<file path="config.mk">
export PLATFORM = sky130hd
export DESIGN_NAME = itl_ctrl
export DESIGN_NICKNAME = d
export VERILOG_FILES = /design/src/rtl/itl_pkg.sv /design/src/rtl/itl_ctrl.sv
export SDC_FILE = /design/constraint.sdc
export NUM_CORES = 1
export LEC_CHECK = 0
export BUFFER_PORTS_ARGS = -buffer_cell sky130_fd_sc_hd__buf_4
export CAP_MARGIN = 0
export CORE_AREA = 2 2 39 41
export DETAILED_ROUTE_END_ITERATION = 16
export DIE_AREA = 0 0 41 43
export PLACE_DENSITY = 0.34
export SLEW_MARGIN = 40
export SYNTH_ARGS = -nofsm -noshare
export SYNTH_HDL_FRONTEND = slang
export SYNTH_SLANG_ARGS = --single-unit
</file>
<file path="constraint.sdc">
create_clock -name clk -period 2 [get_ports clk]
set_input_delay 0.2 -clock clk [delete_from_list [all_inputs] [get_ports clk]]
set_output_delay 0.2 -clock clk [all_outputs]
set_load 0.05 [all_outputs]
</file>
<file path="src/rtl/itl_pkg.sv">
// itl_pkg: shared types and constants for the interval table lookup block
// operation and status codes, controller state, command and status groups
// no dependencies
package itl_pkg;

	localparam int DATA_W = 32;
	localparam int OP_W   = 2;
	localparam int STAT_W = 2;

	typedef logic signed [DATA_W-1:0] q16_t;

	localparam q16_t POS_MAX = 32'sh7FFF_FFFF;
	localparam q16_t NEG_MIN = 32'sh8000_0000;

	typedef enum logic [OP_W-1:0] {
		OP_CLEAR  = 2'd0,
		OP_ADD    = 2'd1,
		OP_LOOKUP = 2'd2
	} op_t;

	typedef enum logic [STAT_W-1:0] {
		ST_OK      = 2'd0,
		ST_OVERLAP = 2'd1,
		ST_FULL    = 2'd2
	} status_t;

	typedef enum logic [1:0] {
		S_IDLE,
		S_SCAN,
		S_DRAIN,
		S_DONE
	} state_t;

	typedef struct packed {
		logic load;
		logic step;
		logic commit;
	} cmd_t;

	typedef struct packed {
		logic needs_scan;
		logic last_addr;
		logic out_free;
	} stat_t;

endpackage

</file>
<file path="src/rtl/itl_ctrl.sv">
// itl_ctrl: controller state machine sequencing accept, entry scan and commit
// depends on itl_pkg
module itl_ctrl import itl_pkg::*; (
	input  logic  clk,
	input  logic  arst_n,
	input  logic  in_valid,
	output logic  in_ready,
	input  stat_t stat,
	output cmd_t  cmd
);

	state_t state_q, state_d;

	always_ff @(posedge clk or negedge arst_n) begin
		if (!arst_n) begin
			state_q <= S_IDLE;
		end else begin
			state_q <= state_d;
		end
	end

	always_comb begin
		state_d = state_q;
		case (state_q)
			S_IDLE: begin
				if (in_valid) begin
					state_d = stat.needs_scan ? S_SCAN : S_DONE;
				end
			end
			S_SCAN: begin
				if (stat.last_addr) begin
					state_d = S_DRAIN;
				end
			end
			S_DRAIN: begin
				state_d = S_DONE;
			end
			S_DONE: begin
				if (stat.out_free) begin
					state_d = S_IDLE;
				end
			end
			default: begin
				state_d = S_IDLE;
			end
		endcase
	end

	always_comb begin
		in_ready   = 1'b0;
		cmd.load   = 1'b0;
		cmd.step   = 1'b0;
		cmd.commit = 1'b0;
		case (state_q)
			S_IDLE: begin
				in_ready = 1'b1;
				cmd.load = in_valid;
			end
			S_SCAN: begin
				cmd.step = 1'b1;
			end
			S_DONE: begin
				cmd.commit = stat.out_free;
			end
			default: begin
			end
		endcase
	end

endmodule
</file>
==> impl_metrics.tcl, run 1 <==
set metrics [dict create \
    status "complete, no violations" \
    die_height_um 43 \
    start_kind "register" \
    slew_headroom_pct 66.7 \
    cp_data_required_time_ps 2130 \
    ys.flop_type "dfrtp_1" \
    reg_top3 "state_q (2)" \
    rr_startpoint "state_q[0]$_DFFE_PN0P_" \
    cts_buffers 3 \
    hold-worst-slack_ps 294 \
    fp.coreArea_um2 1380 \
    period_needed_ps 1530 \
    ant_nets 0 \
    drv_cap 0 \
    avgViaCountPerCell 3.35 \
    yosys.area.top_type "dfrtp_1" \
    cts_max_level 1 \
    syn2layout_area_growth_pct 67.1 \
    preCtsSetupSlack_ps 464 \
    multi_input_area_um2 106 \
    cts.clk_slew.worst_paths_ps 30 \
    netlist_area_um2 179 \
    root_buffer "clkbuf_4" \
    synthTopCellsByCount "6 x inv_1, 4 x ha_1, 3 x mux2i_1, 2 x and2_1, 2 x dfrtp_1" \
    crit_path_start "state_q[0]$_DFFE_PN0P_" \
    fin_skew_ps 5.87 \
    slew_violations 0 \
    synth_top_area_share_pct 28.0 \
    dp_hpwl_um 307 \
    syn_nets 29 \
    nets 44 \
    nFillCells 155 \
    ys_types 7 \
    setup_tns_ps 0 \
    ff_latch_area_um2 50.0 \
    max_freq_mhz 652 \
    power.leakage_nw 0.177 \
    max_slew.worst_pin.slew_ps 499 \
    clock_path_buffers 2 \
    cp_max_fo 5 \
    cts_tree "yes" \
    cp-end-kind "register" \
    overflow 0 \
    io_buffers 9 \
    yosysWarnings 0 \
    post-route-drc-count 0 \
    vias 161 \
    firstDrtPassIters 4 \
    die_area_um2 1760 \
    timing.final.ws_setup_ps 467 \
    wire_per_inst_um 7.48 \
    synthTopCellsByArea "dfrtp_1 28%, ha_1 28%, mux2i_1 17%" \
    finalCritPeriodShare_pct 76.7 \
    antenna_cells 0 \
    wl_um 359 \
    hold_viol_final 0 \
    grt_max_degree 6 \
    track_usage_pct 4.51 \
    postCtsHoldBufs 1 \
    top_level_ports 10 \
    rsz0062_at_grt "no" \
    synthArstFlopShare_pct 100 \
    largest_reg_flops 2 \
    antenna_found_initial 0 \
    synth_most_common_cell "inv_1" \
    ys_ff_latch 2 \
    drt_iter0_markers 3 \
    setup_viol 0 \
    netlist_instances 19 \
    synth.avg_cell_area_um2 9.42 \
    grt_pass1_vias 157 \
    clkSinkCount 2 \
    critPathKind "reg -> reg" \
    hold_class "in -> async" \
    start_util_pct 12.9 \
    ys_seq_area_share_pct 28.0 \
    powerDensity_nw_per_um2 1710 \
    largest_register "state_q" \
    cts_setup_buffers 0 \
    synth-edff-count 0 \
    vdd_drop_max_mv 0.499 \
    grt_pass1_wl_um 552 \
    drive_gt1_share_pct 37.5 \
    clk_latency_ps 220 \
    cts_resized 0 \
    gp_congestion 0.617 \
    rows 14 \
    die_x_um 41 \
    arrival_ps 1660 \
]
cell usage in the layout (no fill, tap or decap):
cell and count:
dfrtp_1 2, and2_1 2, a222oi_1 1, dlygate4sd3_1 1, clkbuf_4 3, mux2i_1 3, inv_1 6, buf_4 9
nor2_1 1, ha_1 4
layer usage:
layer  wire length, µm  track usage [%]  up-vias
met2               135             6.88        9
li1                  -                -       85
met5                 0                0        -
met1               163             5.45       67
met3                60             1.57        0
met4                 0             2.00        0
report_power, final:
group / switching [mW] / internal [mW] / total [mW]
combinational: 0.216 / 0.125 / 0.342
clock: 0.0217 / 0.0661 / 0.0879
sequential: 0.0171 / 0.0645 / 0.0816
layout make-up:
class / instances / area share, %
clock buffers: 3 / 7.53
inverters: 6 / 7.53
multi-input cells: 11 / 35.6
flip-flops and latches: 2 / 16.7
well taps: 16 / 6.69
repair buffers: 10 / 25.9
cells by family (layout without fill, tap and decap cells):
kind of cell | Yosys count | after routing | synth area share [%]
buffers and inverters | 6 | 19 | 12.6
adder cells (fa/ha/maj) | 4 | 4 | 28.0
multiplexers | 3 | 3 | 16.8
AND/OR/NAND/NOR | 3 | 3 | 9.09
flip-flops | 2 | 2 | 28.0
AO/OA/AOI/OAI | 1 | 1 | 5.59
per-stage QoR:
stage               instances  instance area (µm²)  util [%]  power (mW)
floorplan                  19                  179         -       0.342
global placement           44                  267      19.3       0.422
detailed placement         44                  267      19.3       0.429
CTS                        48                  299      21.6       0.521
global route               48                  299      21.6       0.560
finish                     48                  299      21.6       0.511
final timing paths:
| path | to | slack, ps | cells after the start |
|---|---|---|---|
| max in group asynchronous | state_q[1]$_DFFE_PN0P_ | 1610 | 2 |
| hold reg to reg | state_q[0]$_DFFE_PN0P_ | 630 | 2 |
| setup reg to reg | state_q[1]$_DFFE_PN0P_ | 470 | 4 |
| hold / removal | state_q[0]$_DFFE_PN0P_ | 290 | 2 |
| min in group clk | state_q[1]$_DFFE_PN0P_ | 360 | 4 |
| setup / recovery | state_q[1]$_DFFE_PN0P_ | 470 | 4 |
worst max-delay path: stages (launching register included):
cell	delay, ps
dfrtp_1	360
inv_1	80
ha_1	260
a222oi_1	440
mux2i_1	280
Power figures use the tool's default switching activity.
==> run 2, diff against run 1 <==
--- a/config.mk
+++ b/config.mk
@@ -10,7 +10,7 @@
 export CORE_AREA = 2 2 39 41
 export DETAILED_ROUTE_END_ITERATION = 16
 export DIE_AREA = 0 0 41 43
-export PLACE_DENSITY = 0.34
+export PLACE_DENSITY = 0.35
 export SLEW_MARGIN = 40
 export SYNTH_ARGS = -nofsm -noshare
 export SYNTH_HDL_FRONTEND = slang
==> constraint.sdc (replaced) <==
create_clock -name clk -period 1.3 [get_ports clk]
set_input_delay 0.13 -clock clk [delete_from_list [all_inputs] [get_ports clk]]
set_output_delay 0.13 -clock clk [all_outputs]
set_load 0.05 [all_outputs]
==> run 2 against run 1 <==
  * Final area increased by 34%
  * Critical path type unchanged
  * The flow now finishes with violations (negative setup slack)
  * Die area did not move
  * Sequential share of layout area is 4.3 points lower
  * Clock power is 56% higher
  * Worst setup slack lost 590 ps
  * Fmax increased by 7.8%
  * Clock-buffer cell count unchanged
  * Critical path depth is 1 higher
  * Via count is 24% higher
  * Utilization rose by 7.4 points
==> impl_metrics.tcl, run 2 (synthesis results as in run 1) <==
set metrics [dict create \
    finalPower_mw 1.08 \
    clkSinkCount 2 \
    antenna_found_initial 0 \
    largest_register "state_q" \
    grt_max_degree 5 \
    fin_skew_ps 4.62 \
    place_area_um2 323 \
    reg_top3 "state_q (2)" \
    drv_cap 0 \
    p_switching_mw 0.474 \
    rows 14 \
    post-route-drc-count 0 \
    ff_latch_area_um2 50.0 \
    setup_tns_ps -317 \
    final_cell_mix "11 x buf_4, 5 x inv_1, 4 x buf_6, 3 x mux2i_1, 3 x clkbuf_4" \
    clock_path_buffers 2 \
    multi_input_area_um2 134 \
    firstDrtPassIters 4 \
    die_x_um 41 \
    r2r_end "state_q[1]$_DFFE_PN0P_" \
    vias 199 \
    dp_hpwl_um 387 \
    fp.coreArea_um2 1380 \
    root_buffer "clkbuf_4" \
    track_usage_pct 6.53 \
    drive_gt1_share_pct 59.0 \
    violations "negative setup slack" \
    avgViaCountPerCell 3.62 \
    max_freq_mhz 703 \
    grt_pass1_vias 171 \
    period_needed_ps 1420 \
    internal_power_mw 0.610 \
    r2r_cells 5 \
    drt_iter0_markers 2 \
    clkPwrFrac_pct 12.6 \
    overflow 0 \
    top_level_ports 10 \
    status "finished with violations" \
    reg2reg_slack_ps -120 \
    nFillCells 149 \
    p_seq_share_pct 11.9 \
    largest_reg_flops 2 \
    hold_viol_final 0 \
    die_area_um2 1760 \
    arrival_ps 1560 \
    clk_latency_ps 220 \
    cts.clk_slew.worst_paths_ps 30 \
    layout_commonest_cell "buf_4" \
    die_height_um 43 \
    start_kind "register" \
    power.leakage_nw 0.218 \
    grt_pass1_wl_um 662 \
    rsz0062_at_grt "yes" \
    hold_class "in -> async" \
    combPwrFrac_pct 75.5 \
    finalCritPeriodShare_pct 109 \
    vdd_drop_max_mv 0.847 \
    slew_violations 0 \
    gp_congestion 0.649 \
    start_util_pct 12.9 \
    powerDensity_nw_per_um2 2700 \
    setup_viol 3 \
    crit_path_start "state_q[0]$_DFFE_PN0P_" \
    ant_nets 0 \
    syn2layout_area_growth_pct 124 \
    cp-end-kind "register" \
    wire_per_inst_um 8.47 \
    final_cell_area_um2 402 \
    cp_max_fo 3 \
    slew_headroom_pct 81.5 \
    cts_tree "yes" \
    cp_data_required_time_ps 1440 \
    cts_buffers 3 \
    cts_max_level 1 \
    fin_util_pct 29.0 \
    io_buffers 9 \
    rr_startpoint "state_q[0]$_DFFE_PN0P_" \
    nets 51 \
    p_sw_share_pct 43.7 \
    antenna_cells 0 \
    timing.final.ws_setup_ps -123 \
    critPathKind "reg -> reg" \
    wl_um 466 \
    max_slew.worst_pin.slew_ps 278 \
]
-- run 2: cell count changes in the layout (fill, tap and decap cells not counted), sizes merged --
cell	previous run	this run
buf	9	16
-- run 2: cell type report --
class | instances | area share, %
multi-input cells | 11 | 33.3
well taps | 16 | 4.98
clock buffers | 3 | 5.61
inverters | 6 | 5.61
repair buffers | 17 | 38.0
flip-flops and latches | 2 | 12.5
-- run 2: stage by stage --
step	setup WS [ps]	cells	hold slack (ps)
finish	-123	55	222
floorplan	-113	19	-166
global route	-168	55	213
global placement	-105	48	-85.0
CTS	-127	53	214
detailed placement	-79.6	48	-84.3
-- run 2: critical path, stage by stage, from the launching register on --
cell and delay (ps):
dfrtp_1 390, buf_6 130, ha_4 140, a222oi_1 310
buf_4 180, mux2i_1 180
-- run 2: layer usage --
| layer | track usage [%] | vias up | part of all wire, % | routed length [µm] |
|---|---|---|---|---|
| met2 | 8.13 | 9 | 50 | 232 |
| met4 | 8.00 | 0 | 0 | 0 |
| met5 | 0 | - | 0 | 0 |
| met1 | 5.79 | 89 | 39 | 182 |
| li1 | - | 101 | - | - |
| met3 | 4.71 | 0 | 11 | 52 |
-- run 2: worst max-delay path by stage --
stage               slack [ps]  depth (start not counted)                endpoint
floorplan                 -110                          4  state_q[0]$_DFFE_PN0P_
global placement          -110                          5  state_q[1]$_DFFE_PN0P_
detailed placement         -80                          4  state_q[1]$_DFFE_PN0P_
CTS                       -130                          5                  cmd[2]
global route              -170                          5  state_q[1]$_DFFE_PN0P_
finish                    -120                          5  state_q[1]$_DFFE_PN0P_
-- run 2: timing repair --
| action | CTS | global route |
|---|---|---|
| cloned | 0 | 0 |
| setup buffers | 1 | 2 |
| hold buffers | 1 | 0 |
| setup endpoints to repair | 5 | 5 |
| endpoints found under the hold margin | 2 | 0 |
| gates resized for setup | 6 | 1 |
-- run 2: power groups by stage --
stage | clock network, mW | logic (mW) | registers (mW)
floorplan | 0 | 0.492 | 0.129
global placement | 0 | 0.673 | 0.135
detailed placement | 0 | 0.682 | 0.135
CTS | 0.145 | 0.774 | 0.130
global route | 0.159 | 0.881 | 0.132
finish | 0.137 | 0.818 | 0.129
==> run 3, diff against run 2 <==
--- a/config.mk
+++ b/config.mk
@@ -10,7 +10,7 @@
 export CORE_AREA = 2 2 39 41
 export DETAILED_ROUTE_END_ITERATION = 16
 export DIE_AREA = 0 0 41 43
-export PLACE_DENSITY = 0.35
+export SETUP_SLACK_MARGIN = 0.02
 export SLEW_MARGIN = 40
 export SYNTH_ARGS = -nofsm -noshare
 export SYNTH_HDL_FRONTEND = slang
==> run 3 against run 2 <==
  * The run still ends with negative setup slack left
  * Sequential share of layout area is 0.19 points lower
  * Power up 1.1%
  * Clock power hardly changed
  * Hold slack improved by 8.8 ps
  * Fmax increased by 0.13%
  * Die area stayed put
  * Clock skew fell by 4.6 ps
  * Largest cell class unchanged
==> impl_metrics.tcl, run 3 (synthesis results as in run 1) <==
set metrics [dict create \
    cp_max_fo 4 \
    max_freq_mhz 704 \
    grt_max_degree 5 \
    violations "negative setup slack" \
    slew_headroom_pct 81.8 \
    dp_hpwl_um 321 \
    cts_tree "yes" \
    preCtsSetupSlack_ps -95.5 \
    fin_skew_ps 0.0398 \
    hold-worst-slack_ps 231 \
    path_common_cell "buf_6" \
    gp_congestion 0.588 \
    final_cell_mix "10 x buf_4, 5 x inv_1, 4 x buf_6, 3 x mux2i_1, 3 x clkbuf_4" \
    ant_nets 0 \
    vdd_drop_max_mv 1.10 \
    slew_violations 0 \
    power.leakage_nw 0.219 \
    powerDensity_nw_per_um2 2690 \
    largest_register "state_q" \
    clkSinkCount 2 \
    die_x_um 41 \
    cp-end-kind "output port" \
    setup_tns_ps -310 \
    reg2reg_slack_ps -110 \
    post-route-drc-count 0 \
    start_util_pct 12.9 \
    finalCritPeriodShare_pct 109 \
    arrival_ps 1290 \
    cpMaxStageDelayCell "dfrtp_1" \
    period_needed_ps 1420 \
    cts_buffers 3 \
    vias 186 \
    wire_per_inst_um 7.62 \
    fp.coreArea_um2 1380 \
    drive_gt1_share_pct 59.0 \
    grt_pass1_wl_um 738 \
    firstDrtPassIters 4 \
    rsz0062_at_grt "yes" \
    drt_iter0_markers 3 \
    start_kind "register" \
    crit_path_start "state_q[0]$_DFFE_PN0P_" \
    setup_viol 3 \
    cpPeakStageDelay_ps 370 \
    reg_top3 "state_q (2)" \
    rows 14 \
    critPathKind "reg -> out" \
    layout_commonest_cell "buf_4" \
    avgViaCountPerCell 3.38 \
    nets 51 \
    status "finished with violations" \
    rr_startpoint "state_q[0]$_DFFE_PN0P_" \
    largest_reg_flops 2 \
    hold_viol_final 0 \
    drv_cap 0 \
    top_level_ports 10 \
    die_height_um 43 \
    die_area_um2 1760 \
    overflow 0 \
    clock_path_buffers 2 \
    clk_latency_ps 220 \
    crit_chain "inv_1, ha_4, buf_6, and2_2, buf_6" \
    wl_um 419 \
    max_slew.worst_pin.slew_ps 272 \
    track_usage_pct 6.41 \
    cts.clk_slew.worst_paths_ps 30 \
    hold_class "in -> async" \
    root_buffer "clkbuf_4" \
    cts_max_level 1 \
    antenna_found_initial 0 \
    timing.final.ws_setup_ps -121 \
    path_delay_family "flip-flops" \
    syn2layout_area_growth_pct 128 \
    io_buffers 9 \
    antenna_cells 0 \
    cp_num_buf_inv 3 \
    cp_data_required_time_ps 1170 \
    grt_pass1_vias 210 \
]
-- run 3: layout make-up --
| type | count | area [µm²] |
|---|---|---|
| inverter | 6 | 22.5 |
| clock buffer | 3 | 22.5 |
| fill | 154 | 976 |
| sequential | 2 | 50.0 |
| timing repair buffer | 17 | 160 |
| tap | 16 | 20.0 |
| multi-input combinational | 11 | 133 |
-- run 3: routing by layer --
metal / up-vias / global-route usage (%) / routed length [µm]
met1: 75 / 6.71 / 166
li1: 102 / - / -
met5: - / 0 / 0
met3: 0 / 3.14 / 49
met4: 0 / 4.00 / 0
met2: 9 / 9.69 / 202
-- run 3: worst paths after layout --
| kind | cells past startpoint | end |
|---|---|---|
| worst min-delay path | 2 | state_q[0]$_DFFE_PN0P_ |
| worst max register to register | 5 | state_q[0]$_DFFE_PN0P_ |
| worst max-delay path | 5 | cmd[2] |
| min in group clk | 4 | state_q[1]$_DFFE_PN0P_ |
| max in group asynchronous | 2 | state_q[1]$_DFFE_PN0P_ |
| worst min register to register | 3 | state_q[0]$_DFFE_PN0P_ |
-- run 3: through the flow --
| stage | std cells | utilization [%] | cell area, µm² | power [mW] |
|---|---|---|---|---|
| detailed placement | 48 | 23.3 | 323 | 0.803 |
| global placement | 48 | 23.3 | 323 | 0.802 |
| CTS | 55 | 29.5 | 408 | 1.12 |
| global route | 55 | 29.5 | 408 | 1.20 |
| finish | 55 | 29.5 | 408 | 1.10 |
| floorplan | 19 | - | 205 | 0.622 |
-- run 3: where the power goes --
part	switching (mW)	internal [mW]	total, mW
logic	0.405	0.427	0.832
registers	0.0302	0.0990	0.129
clock network	0.0330	0.102	0.135
total	0.468	0.628	1.10
-- run 3: repair_timing --
action                                 CTS  global route
setup endpoints to repair                5             6
pin swaps                                1             0
hold buffers                             1             0
endpoints found under the hold margin    2             0
setup buffers                            3             0
resized for setup                        8             0
cloned                                   0             0
